$ cat src/sv/bsrch_pkg.sv
`default_nettype none

package bsrch_pkg;

    localparam int DATA_W = 32;
    localparam int IDX_W  = 4;

    localparam logic KIND_WRITE  = 1'b0;
    localparam logic KIND_SEARCH = 1'b1;

    typedef struct packed {
        logic eq;
        logic lt;
    } cmp_t;

endpackage

`default_nettype wire

$ cat src/sv/bsrch_ram.sv
`default_nettype none

module bsrch_ram #(
    parameter int WIDTH = 32,
    parameter int DEPTH = 16,
    parameter int AW    = $clog2(DEPTH)
) (
    input  wire logic             clk,
    input  wire logic             we,
    input  wire logic [AW-1:0]    addr,
    input  wire logic [WIDTH-1:0] wdata,
    output logic      [WIDTH-1:0] rdata
);

    logic [WIDTH-1:0] mem [DEPTH];

    always_ff @(posedge clk)
    begin
        if (we)
        begin
            mem[addr] <= wdata;
        end
        rdata <= mem[addr];
    end

endmodule

`default_nettype wire

$ cat src/sv/bsrch_cmp.sv
`default_nettype none

module bsrch_cmp
    import bsrch_pkg::*;
(
    input  wire logic signed [DATA_W-1:0] key,
    input  wire logic signed [DATA_W-1:0] probe,
    output cmp_t                          res
);

    // signed (two's complement) compare, shared by every probe
    always_comb
    begin
        res.eq = (key == probe);
        res.lt = (key < probe);
    end

endmodule

`default_nettype wire

$ cat src/sv/sorted_table_binary_search.sv
`default_nettype none

// Sorted table binary search.
// Items go in on start while busy is low. kind = 0 writes entry_value at
// entry_index (ignored when the index is beyond the table) and gives no
// result; busy stays low, so a further item may follow next cycle.
// kind = 1 searches [low_bound, high_bound] for search_key; high_bound
// is clipped to the last entry. busy is high while the search runs.
// Each probe passes S_CHECK, which tests the range and issues the table
// read, then S_CMP, which compares the entry read with the key. There are
// p probes (p <= log2(depth) + 1, five for 16 entries); the result is
// registered as S_CMP hits, or on a miss or empty range as S_CHECK finds lo > hi.
// The result is shown on found/position for the single cycle in which
// done is high; busy is already low then. The receiver cannot stall.
// Reset clears the sequencer, the result strobe and found/position; table contents are
// undefined until written.
module sorted_table_binary_search
    import bsrch_pkg::*;
#(
    parameter int TABLE_DEPTH = 16
) (
    input  wire logic                     clk,
    input  wire logic                     rst_n,
    input  wire logic                     start,
    output logic                          busy,
    input  wire logic                     kind,
    input  wire logic        [IDX_W-1:0]  entry_index,
    input  wire logic signed [DATA_W-1:0] entry_value,
    input  wire logic signed [DATA_W-1:0] search_key,
    input  wire logic        [IDX_W-1:0]  low_bound,
    input  wire logic        [IDX_W-1:0]  high_bound,
    output logic                          done,
    output logic                          found,
    output logic             [IDX_W-1:0]  position
);

    localparam int ADDR_W  = $clog2(TABLE_DEPTH);
    localparam int MAX_IDX = TABLE_DEPTH - 1;

    typedef enum logic [2:0] {
        S_IDLE  = 3'b001,
        S_CHECK = 3'b010,
        S_CMP   = 3'b100
    } state_t;

    state_t                     state_reg, state_next;
    logic signed [IDX_W+1:0]    lo_reg, lo_next;
    logic signed [IDX_W+1:0]    hi_reg, hi_next;
    logic signed [DATA_W-1:0]   key_reg, key_next;
    logic        [IDX_W-1:0]    mid_reg, mid_next;
    logic                       done_reg, done_next;
    logic                       found_reg, found_next;
    logic        [IDX_W-1:0]    position_reg, position_next;

    logic                       accept;
    logic                       ram_we;
    logic        [ADDR_W-1:0]   ram_addr;
    logic signed [DATA_W-1:0]   ram_rdata;
    logic signed [IDX_W+1:0]    hi_init;
    logic        [IDX_W:0]      mid_sum;
    logic        [IDX_W-1:0]    mid_comb;
    cmp_t                       cmp_res;

    assign accept   = start && (state_reg == S_IDLE);
    assign ram_we   = accept && (kind == KIND_WRITE) && (int'(entry_index) < TABLE_DEPTH);
    assign mid_sum  = {1'b0, lo_reg[IDX_W-1:0]} + {1'b0, hi_reg[IDX_W-1:0]};
    assign mid_comb = mid_sum[IDX_W:1];
    assign ram_addr = ram_we ? ADDR_W'(entry_index) : ADDR_W'(mid_comb);
    assign hi_init  = (int'(high_bound) > MAX_IDX) ? (IDX_W+2)'(MAX_IDX)
                                                   : {2'b00, high_bound};

    bsrch_ram #(
        .WIDTH (DATA_W),
        .DEPTH (TABLE_DEPTH)
    ) u_ram (
        .clk   (clk),
        .we    (ram_we),
        .addr  (ram_addr),
        .wdata (entry_value),
        .rdata (ram_rdata)
    );

    bsrch_cmp u_cmp (
        .key   (key_reg),
        .probe (ram_rdata),
        .res   (cmp_res)
    );

    always_comb
    begin
        state_next    = state_reg;
        lo_next       = lo_reg;
        hi_next       = hi_reg;
        key_next      = key_reg;
        mid_next      = mid_reg;
        done_next     = 1'b0;
        found_next    = found_reg;
        position_next = position_reg;
        unique case (state_reg)
            S_IDLE:
            begin
                if (accept && (kind == KIND_SEARCH))
                begin
                    lo_next    = {2'b00, low_bound};
                    hi_next    = hi_init;
                    key_next   = search_key;
                    state_next = S_CHECK;
                end
            end
            S_CHECK:
            begin
                if (lo_reg > hi_reg)
                begin
                    done_next     = 1'b1;
                    found_next    = 1'b0;
                    position_next = '0;
                    state_next    = S_IDLE;
                end
                else
                begin
                    mid_next   = mid_comb;
                    state_next = S_CMP;
                end
            end
            S_CMP:
            begin
                if (cmp_res.eq)
                begin
                    done_next     = 1'b1;
                    found_next    = 1'b1;
                    position_next = mid_reg;
                    state_next    = S_IDLE;
                end
                else
                begin
                    if (cmp_res.lt)
                    begin
                        hi_next = $signed({2'b00, mid_reg}) - (IDX_W+2)'(1);
                    end
                    else
                    begin
                        lo_next = $signed({2'b00, mid_reg}) + (IDX_W+2)'(1);
                    end
                    state_next = S_CHECK;
                end
            end
            default:
            begin
                state_next = S_IDLE;
            end
        endcase
    end

    always_ff @(posedge clk or negedge rst_n)
    begin
        if (!rst_n)
        begin
            state_reg    <= S_IDLE;
            done_reg     <= 1'b0;
            found_reg    <= 1'b0;
            position_reg <= '0;
        end
        else
        begin
            state_reg    <= state_next;
            done_reg     <= done_next;
            found_reg    <= found_next;
            position_reg <= position_next;
        end
    end

    always_ff @(posedge clk)
    begin
        lo_reg  <= lo_next;
        hi_reg  <= hi_next;
        key_reg <= key_next;
        mid_reg <= mid_next;
    end

    assign busy     = (state_reg != S_IDLE);
    assign done     = done_reg;
    assign found    = found_reg;
    assign position = position_reg;

endmodule

`default_nettype wire

$ cat config.mk
export PLATFORM = sky130hd
export DESIGN_NAME = sorted_table_binary_search
export DESIGN_NICKNAME = d
export VERILOG_FILES = /design/src/sv/bsrch_pkg.sv /design/src/sv/bsrch_ram.sv /design/src/sv/bsrch_cmp.sv /design/src/sv/sorted_table_binary_search.sv
export SDC_FILE = /design/constraint.sdc
export NUM_CORES = 1
export LEC_CHECK = 0
export ABC_CLOCK_PERIOD_IN_PS = 6200
export BUFFER_PORTS_ARGS = -buffer_cell sky130_fd_sc_hd__buf_2
export CAP_MARGIN = 5
export CORE_MARGIN = 4
export CORE_UTILIZATION = 40
export DETAILED_ROUTE_END_ITERATION = 8
export SLEW_MARGIN = 40
export SYNTH_ARGS = -nofsm -noshare
export SYNTH_HDL_FRONTEND = slang
export SYNTH_SLANG_ARGS = --single-unit
$ cat constraint.sdc
create_clock -name clk -period 6.2 [get_ports clk]
set_input_delay 1.24 -clock clk [delete_from_list [all_inputs] [get_ports clk]]
set_output_delay 1.24 -clock clk [all_outputs]
set_load 0.1 [all_outputs]
==> After elaboration in Yosys (flattened, before gate mapping) <==
Memories as Yosys holds them, arrays and structs flattened. A register that Yosys moved wholly into a read port is not among the register bits.
Index checks and enable logic that the tools add are counted.
{ "totals": {"mem_bits_rw": 512, "mem_count": 1, "register_bits": 57, "in_bits": 80} }
{ "op_classes": {"mux": 24, "n_lt_le_gt_ge": 2, "n_addsub": 3, "reduce_logical": 10, "n_bitwise": 2, "eq_ne": 11} }
{ "memory_table": {"columns": ["name", "depth", "width", "rd", "rd_clocked_by_memory_dff", "write_ports", "line", "source"], "rows": [
  ["u_ram.mem", 16, 32, 1, 1, 1, "bsrch_ram.sv:15", "logic [WIDTH-1:0] mem [DEPTH];"]
]} }
{ "ops": {"columns": ["op", "n"], "rows": [
  ["$mux 6", 6],
  ["$eq 32x32->1", 1],
  ["$lt 32x32->1", 1],
  ["$pmux 6 s2", 2],
  ["$mux 4", 3],
  ["$ne 2x2->1 const B", 5],
  ["$pmux 3 s3", 1],
  ["$pmux 4 s2", 1],
  ["$reduce_and 4->1", 2],
  ["$gt 6x6->1", 1],
  ["$mux 1", 6],
  ["$mux 3", 2],
  ["$add 4x1->5 const B", 1],
  ["$add 4x4->5", 1],
  ["$sub 4x1->5 const B", 1],
  ["$pmux 1 s2", 2],
  ["$reduce_and 2->1", 2],
  ["$reduce_bool 2->1", 2],
  ["$eq 3x1->1 const B", 1],
  ["$eq 3x2->1 const B", 1],
  ["$eq 3x3->1 const B", 1],
  ["$logic_and 1x1->1", 3],
  ["$ne 3x1->1 const B", 1],
  ["$reduce_and 3->1", 1],
  ["3 further kinds", 4]
]} }

==> Longest topological paths before layout <==
Gate-level depths: netlist of run 1.
{ "logic_depth": {"depth_word": 5, "depth_mapped": 11, "ltp_nobuf": 9} }

==> Cells and area by module <==
Synthesis of run 1 repeated with hierarchy kept, for this count alone.
{ "hier_totals": {"hier_cells": 1117, "area_unflattened_um2": 23043.4} }
{ "by_module_without_submodules": {"columns": ["module", "instances", "cells_each", "area_each_um2"], "rows": [
  ["bsrch_ram", 1, 840, 19862.8],
  ["sorted_table_binary_search", 1, 164, 2359.8],
  ["bsrch_cmp", 1, 113, 820.8]
]} }

==> Worst setup path before layout of run 1 <==
No wires, ideal clock.
{ "synth_timing": {"path_type": "input port to flip-flop", "start": "input port start", "end": "memory u_ram.mem[8][0] (enable)", "slack_ns": 0.261, "path_stages": 7, "t_required_ns": 5.699, "arrival_time_ns": 5.438, "path_buffers": 3, "cell_sequence": "nor4bb_1 > buf_2 > nand2_1 > o32a_1 > buf_2 > buf_2 > nor4_1"} }
{ "synth_between": {"elab_chain_cells": 4} }
{ "synth_lines": {"columns": ["element", "line", "source"], "rows": [
  ["start: declaration", "sorted_table_binary_search.sv:24", "input wire logic start,"],
  ["$logic_and 1x1->1 (*)", "sorted_table_binary_search.sv:64", "assign accept = start && (state_reg == S_IDLE);"],
  ["$logic_and 1x1->1 (*)", "sorted_table_binary_search.sv:65", "assign ram_we = accept && (kind == KIND_WRITE) && (int'(entry_index) < TABLE_DEPTH);"],
  ["$mux 1", "bsrch_ram.sv:19", "if (we)"],
  ["$mux 1 (implied by the code)", "bsrch_ram.sv:21", "mem[addr] <= wdata;"],
  ["end: declaration", "bsrch_ram.sv:15", null]
]} }
Every way passes the cells marked *; elsewhere a longest branch is shown, timed or not.

==> Worst setup path in the final report of run 1 <==
{ "layout_timing": {"start": "register lo_reg[0]", "end": "register u_ram.rdata[20] (read register of u_ram.mem)"} }
{ "layout_between": {"elab_chain_cells": 2} }
{ "layout_lines": {"columns": ["element", "line", "source"], "rows": [
  ["start: declaration", "sorted_table_binary_search.sv:47", "logic signed [IDX_W+1:0] lo_reg, lo_next;"],
  ["start signal: assignment", "sorted_table_binary_search.sv:174", "lo_reg <= lo_next;"],
  ["$add 4x4->5", "sorted_table_binary_search.sv:66", "assign mid_sum = {1'b0, lo_reg[IDX_W-1:0]} + {1'b0, hi_reg[IDX_W-1:0]};"],
  ["named net mid_sum[1]", "sorted_table_binary_search.sv:60", "logic [IDX_W:0] mid_sum;"],
  ["$mux 4", "sorted_table_binary_search.sv:68", "assign ram_addr = ram_we ? ADDR_W'(entry_index) : ADDR_W'(mid_comb);"],
  ["end: declaration", "bsrch_ram.sv:12", "output logic [WIDTH-1:0] rdata"]
]} }
The timed path passes the listed nets, and every way through them passes these cells.
A chain may end at the register's enable or synchronous reset.

==> results.txt, run 1 <==
----------------------------------------------------
[Status]
  Outcome ... finished clean

[Yosys]
  Synth cell count leaders ... edfxtp_1 (558), nand2_1 (158), o22ai_1 (99)
  Top area cells in the synthesized netlist ... edfxtp_1 (67%), mux4_2 (5.9%), mux2i_1 (3.8%)
  Adder and majority cell fraction of the synthesized area ... 2.185%
  Top cell type by total area after synthesis ... edfxtp_1
  Count of flip-flops with a built-in enable after synthesis ... 558
  Net count after synthesis ... between 1500 and 2000
  Seq/Total Area, Yosys ... a little over two thirds
  Complex-gate fraction of the synthesized area ... 9.611%
  Area fraction of the dominant cell type after synthesis ... 67.10%
  Share of synthesized area spent on multiplexers ... 9.711%
  Cell with the most instances after synthesis ... edfxtp_1
  Yosys synthesis warning count ... 0
  Main combinational cell family by area after synthesis ... multiplexers
  Post-Syn Instances ... around 1600
  Fraction of synthesized cell area in xor and xnor cells ... 0.2455%
  Synthesis-stage register bit count ... about 600
  Post-Syn Area per Cell ... 15.64 sq um
  Most instantiated flip-flop cell in the synthesis netlist ... edfxtp_1
  Synthesized cell area ... about 25000 sq um
  Distinct cell type count after synthesis ... 56
  Simple logic cell fraction of the synthesized area ... 5.171%
  Fraction of registers with async set/reset ... 1.503%

[Clock tree]
  Post_cts resized ... 0
  Clock latency of the later-clocked register in the worst-skew pair ... 0.63 ns
  Post-CTS setup buffer count ... 0
  CTS Root Buffer Type ... clkbuf_16
  Register clock-pin slew on the reported worst setup and hold paths ... approximately 0.060 ns
  Cts bufs inserted ... 58
  Clock Path Buffers ... 3
  Sinks on Clock Net ... 599
  CTS tree ... yes
  # hold bufs at CTS ... 0
  CTS H-tree depth ... 2

[Floorplanning]
  Row count ... 91
  Die Span Y ... 257.9 um
  IO Pins ... 87
  Full die area ... 66490 sq um
  Area of the core ... 61710 sq um
  Die span in x ... 257.9 um
  Initial Util ... 40.46%

[Timing]
  RSZ-0062 raised after global routing ... false
  Post-route fraction of the period consumed by the critical path ... about two thirds
  Setup ws final ... around 2.1 ns
  Final-report setup violation count ... 0
  Worst relative slew slack ... 41.31%
  Count of pins over their slew limit ... 0
  Worst Max-Slew Pin Slew ... about 0.88 ns
  Peak Freq ... 0.2466 GHz
  Clk_skew ... 0.02727 ns
  Setup TNS after final layout ... 0 ns
  Final worst path period need ... 4.055 ns
  Final hold violation count ... 0
  Post-route worst hold slack ... between 0.4 and 0.5 ns

[Final layout]
  Area growth from synthesis to final layout ... 15.15%
  Finished layout cell area ... 28750 sq um
  Share of final-layout standard cells stronger than drive strength 1 ... 19.32%
  Multi-input gate area in the final layout ... 6967 sq um
  Utilization after layout ... 46.59%
  Number of inserted filler cells in the final layout ... roughly 5300
  Final-stage net count ... 1813
  FF/Latch Area ... 17620 sq um
  Non-filler cells, final ... 2579
  Number of flip-flops in the largest register ... between 500 and 600

[Setup path]
  Delay-heaviest family, CP ... compound AO/OA/AOI/OAI gates
  Delay contributed by the slowest stage of the critical path ... 0.74 ns
  Critical-path cell list ... ha_1 -> fa_4 -> inv_2 -> a21oi_1 -> a21boi_4 -> buf_4 -> o22ai_1 -> a311oi_1 -> or3_1
  Endpoint of the most critical register-to-register path ... u_ram.rdata[20]
  Reg-to-reg startpoint ... lo_reg[0]
  Arr. time, crit path ... 4.61 ns
  Kind of critical path ... reg -> reg
  FF-to-FF setup slack ... 2.14 ns
  Critical Path RT ... 6.76 ns
  Master of the slowest instance on the critical path ... a21boi_4
  Startpoint Class ... flop
  Combined buffer and inverter count along the critical path ... 2
  CP Max Fanout ... 29
  Endpoint class of the critical path ... flop
  R2r worst-path depth ... 9

[Route]
  Total Routed Length ... around 66000 um
  Post-route DRC violation count ... 0
  Routed length per placed instance ... 25.56 um
  Count of antenna-violating nets left after detailed routing ... 0
  Vias per cell ... 5.824
  Number of detailed-route iterations in the first pass ... 6
  Number of DRC markers after the initial detailed-route iteration ... 1572
  Via total after detailed routing ... 15020

[Placement]
  Placed wire-length estimate after detailed placement ... 38550 um
  Final weighted congestion of routability-driven global placement ... between 0.7 and 0.8
  Worst slack after detailed placement ... 1.839 ns
  Port bufs ... 86
  Post-placement cell count ... 2467
  Cell area reported after detailed placement ... 26760 sq um

[Global routing]
  Largest net degree at the start of global routing ... 66
  Global-route wire length before repair ... 97820 um
  Antenna violations before repair ... 4
  Overall fraction of global-route tracks in use ... 19.51%
  Vias in the first global route ... 14780
  Overall overflow remaining after global route ... 0

[Min path]
  Worst hold-check path type ... in -> async

[Run]
  Maximum capacitance violations ... 0

[Power and ir drop]
  VDD IR-drop max ... 0.1957 mV
  Overall power after layout ... about 9.5 mW
  Leakage power figure ... 9.917 nW
  P per Cell Area ... 329.7 nW/um^2

----------------------------------------------------
[how the worst max path moves through the flow]
stage / startpoint / end / slack [ns] / cells after the start
after global placement: start / u_ram.mem[14][28] / 1.46 / 9
final: lo_reg[0] / u_ram.rdata[20] / 2.14 / 9
after global routing: lo_reg[0] / u_ram.rdata[20] / 1.98 / 9
after detailed placement: start / u_ram.rdata[30] / 1.84 / 10
after floorplan: start / u_ram.mem[8][0] / 0.26 / 7
after CTS: lo_reg[0] / u_ram.rdata[20] / 2.18 / 9
[cells by family (layout without fill, tap and decap cells)]
family	count (synthesis)	after routing
AO/OA/AOI/OAI	341	341
XOR/XNOR	7	7
adder cells (fa/ha/maj)	43	43
buffers and inverters	155	297
flip-flops	599	599
multiplexers	161	161
other	0	3
AND/OR/NAND/NOR	291	291
[per-layer routing]
metal / part of all wire [%] / global-route usage, %
met5: 0.032 / 0
met2: 47 / 31.27
met1: 43 / 27.70
met4: 2.4 / 5.290
met3: 7.5 / 3.560
[where the power goes]
group	leakage, nW	switching [mW]	internal (mW)
sequential	5.42	0.0656	4.54
combinational	3.51	0.813	0.445
clock	0.981	1.50	2.12
[cells in the final DEF (no fill, tap or decap), types with 5 or more instances in the layout]
| cell type | Yosys | layout |
|---|---|---|
| a211oi_1 | 33 | 33 |
| bufinv_16 | 0 | 6 |
| mux4_2 | 65 | 65 |
| o21ai_0 | 13 | 13 |
| a2bb2oi_1 | 32 | 32 |
| a311oi_1 | 31 | 31 |
| nand2_1 | 158 | 157 |
| a21oi_1 | 49 | 48 |
| clkinv_2 | 0 | 13 |
| a31oi_1 | 32 | 32 |
| clkbuf_8 | 0 | 10 |
| ha_1 | 42 | 42 |
| nand4_1 | 10 | 10 |
| edfxtp_1 | 558 | 558 |
| inv_1 | 48 | 46 |
| dfrtp_1 | 8 | 8 |
| xnor2_1 | 5 | 5 |
| o22ai_1 | 99 | 99 |
| mux2i_1 | 96 | 96 |
| nor2_1 | 52 | 44 |
| buf_4 | 1 | 45 |
| clkbuf_16 | 0 | 59 |
| dfxtp_1 | 32 | 32 |
| clkbuf_1 | 72 | 14 |
| or3_1 | 34 | 34 |
| nand3_1 | 7 | 7 |
| nor4_2 | 0 | 5 |
| a221oi_1 | 33 | 33 |
| buf_2 | 25 | 84 |
| nor2_4 | 0 | 8 |
[worst reg2reg max path, delay by kind of cell (launching register included)]
family | cells | cell delay [ns]
simple gates | 1 | 0.17
buf+inv | 2 | 1.03
compound gates | 4 | 1.50
flops | 1 | 0.41
fa+ha+maj | 2 | 0.90
[layout make-up]
type,instances,share of cell area [%]
Tap cell,837,3.642
Clock buffer,83,5.796
Timing Repair Buffer,140,3.320
Inverter,48,0.6266
Multi-Input combinational cell,843,24.23
Sequential cell,599,61.29
Antenna cell,3,0.02611
Clock inverter,26,1.070
No activity file was read; power rests on OpenSTA's default activity.
==> run 2, diff against run 1 <==
Settings changed: ABC_CLOCK_PERIOD_IN_PS 6200 to 4000.
Clock period 6.2 ns to 4 ns, I/O delays scaled along.
==> results.txt, run 2 (synthesis results as in run 1) <==
----------------------------------------------------
[Clock tree]
  Post-CTS setup buffer count ... 0 (unchanged)
  Register clock-pin slew on the reported worst setup and hold paths ... 0.06 ns (about the same)
  Cts bufs inserted ... 59 (+1.7%)
  # hold bufs at CTS ... 0 (unchanged)
  CTS H-tree depth ... 2 (unchanged)
  Sinks on Clock Net ... 599 (unchanged)
  Clock Path Buffers ... 3 (unchanged)
  CTS Root Buffer Type ... clkbuf_16
  Clock latency of the later-clocked register in the worst-skew pair ... 0.61 ns (-0.02 ns)
  CTS tree ... yes
  Post_cts resized ... 0 (unchanged)

[Timing]
  Peak Freq ... 0.2990 GHz (+21%)
  Final-report setup violation count ... 0 (unchanged)
  Final hold violation count ... 0 (unchanged)
  Worst relative slew slack ... 50.70% (+9.4 points)
  Count of pins over their slew limit ... 0 (unchanged)
  Worst Max-Slew Pin Slew ... 0.7377 ns (-0.1427 ns)
  Setup TNS after final layout ... 0 ns (unchanged)
  Final worst path period need ... 3.344 ns (-0.7112 ns)
  Clk_skew ... 0.02340 ns (-0.003870 ns)
  Post-route fraction of the period consumed by the critical path ... 83.60% (+18 points)
  RSZ-0062 raised after global routing ... false

[Setup path]
  Endpoint of the most critical register-to-register path ... u_ram.rdata[3]
  Kind of critical path ... reg -> reg
  CP Max Fanout ... 10 (-66%)
  Endpoint class of the critical path ... flop
  Critical Path RT ... 4.48 ns (-2.28 ns)
  FF-to-FF setup slack ... 0.66 ns (-1.49 ns)
  Reg-to-reg startpoint ... lo_reg[2]
  Startpoint Class ... flop
  Arr. time, crit path ... 3.82 ns (-0.79 ns)
  R2r worst-path depth ... 8 (-1)

[Power and ir drop]
  Leakage power figure ... 9.971 nW (+0.54%)
  P per Cell Area ... 502.0 nW/um^2 (+52%)
  VDD IR-drop max ... 0.3272 mV (+67%)

[Final layout]
  Number of inserted filler cells in the final layout ... 5320 (+0.45%)
  Number of flip-flops in the largest register ... 512 (unchanged)
  Area growth from synthesis to final layout ... 15.58%
  Finished layout cell area ... 28860 sq um (+0.37%)
  Share of final-layout standard cells stronger than drive strength 1 ... 19.18% (-0.14 points)
  Most frequent standard cell in the layout excluding fill and tap cells ... edfxtp_1
  Final-stage net count ... 1832 (+1.0%)
  Highest-count cells in the layout ignoring fill and taps ... edfxtp_1 (558), nand2_1 (157), o22ai_1 (99)

[Global routing]
  Largest net degree at the start of global routing ... 97 (+47%)
  Antenna violations before repair ... 7 (+3)
  Global-route wire length before repair ... 99860 um (+2.1%)
  Overall overflow remaining after global route ... 0 (unchanged)
  Vias in the first global route ... 15330 (+3.8%)
  Overall fraction of global-route tracks in use ... 20.07% (+0.55 points)

[Status]
  Outcome ... finished clean

[Placement]
  Cell area reported after detailed placement ... 27000 sq um (+0.89%)
  Port bufs ... 86 (unchanged)
  Placed wire-length estimate after detailed placement ... 39450 um (+2.3%)
  Final weighted congestion of routability-driven global placement ... 0.7967 (unchanged)

[Run]
  Maximum capacitance violations ... 0 (unchanged)

[Route]
  Number of DRC markers after the initial detailed-route iteration ... 1597 (+1.6%)
  Total Routed Length ... 67970 um (+3.1%)
  Routed length per placed instance ... 26.15 um (+2.3%)
  Number of detailed-route iterations in the first pass ... 5 (-1)
  Via total after detailed routing ... 15140 (+0.82%)
  Vias per cell ... 5.826 (about the same)
  Post-route DRC violation count ... 0 (unchanged)
  Count of antenna-violating nets left after detailed routing ... 0 (unchanged)

[Floorplanning]
  Full die area ... 66490 sq um (unchanged)
  Die Span Y ... 257.9 um (unchanged)
  Initial Util ... 40.46% (unchanged)
  IO Pins ... 87 (unchanged)
  Row count ... 91 (unchanged)
  Area of the core ... 61710 sq um (unchanged)
  Die span in x ... 257.9 um (unchanged)

[Min path]
  Worst hold-check path type ... in -> async

----------------------------------------------------
## run 2: stage by stage
step	setup slack [ns]	util (%)	power (mW)	std cells	hold slack, ns
floorplan	-0.1446	-	8.438	1597	0.4872
global placement	0.5628	43.75	9.231	2484	0.5129
detailed placement	0.5662	43.75	9.273	2484	0.5195
CTS	0.5766	46.73	14.57	2593	0.003561
global route	0.5171	46.75	15.00	2596	0.01892
finish	0.6559	46.77	14.49	2599	0.02613
## run 2: power by group
group	total, mW	internal [mW]	switching (mW)	leakage [nW]
Combinational	1.98	0.734	1.25	3.65
Clock	5.33	3.05	2.28	0.895
Sequential	7.18	7.03	0.148	5.42
Total	14.5	10.8	3.67	9.97
## run 2: how the worst max path moves through the flow
| stage | slack [ns] | startpoint | end | cells after the start |
|---|---|---|---|---|
| after floorplan | -0.14 | start | u_ram.mem[8][0] | 7 |
| after global placement | 0.56 | start | u_ram.rdata[16] | 10 |
| after detailed placement | 0.57 | start | u_ram.rdata[16] | 10 |
| after CTS | 0.58 | lo_reg[0] | u_ram.rdata[18] | 9 |
| after global routing | 0.52 | lo_reg[2] | u_ram.rdata[28] | 8 |
| final | 0.66 | lo_reg[2] | u_ram.rdata[3] | 8 |
## run 2: layer usage
metal	vias up	GRT usage [%]	routed length [um]
li1	6635	-	-
met1	7713	27.71	28430
met2	673	32.56	32130
met3	116	4.148	5681
met5	-	0	32
met4	6	5.667	1701
## run 2: final cells by class
class | instances | area [sq um] | area share (%)
diodes | 5 | 12.51 | 0.04335
clock buffers | 82 | 1613 | 5.588
clock inverters | 27 | 231.5 | 0.8020
inverters | 48 | 180.2 | 0.6243
multi-input cells | 843 | 7014 | 24.30
flip-flops and latches | 599 | 17620 | 61.06
well taps | 837 | 1047 | 3.629
repair buffers | 158 | 1139 | 3.945
## run 2: critical path, stage by stage, from the launching register on
cell and delay, ns:
edfxtp_1 0.40, ha_1 0.49, inv_1 0.09, a221oi_2 0.27, xor2_1 0.56, o31a_2 0.60, buf_4 0.31, a211oi_1 0.10
or3_1 0.39
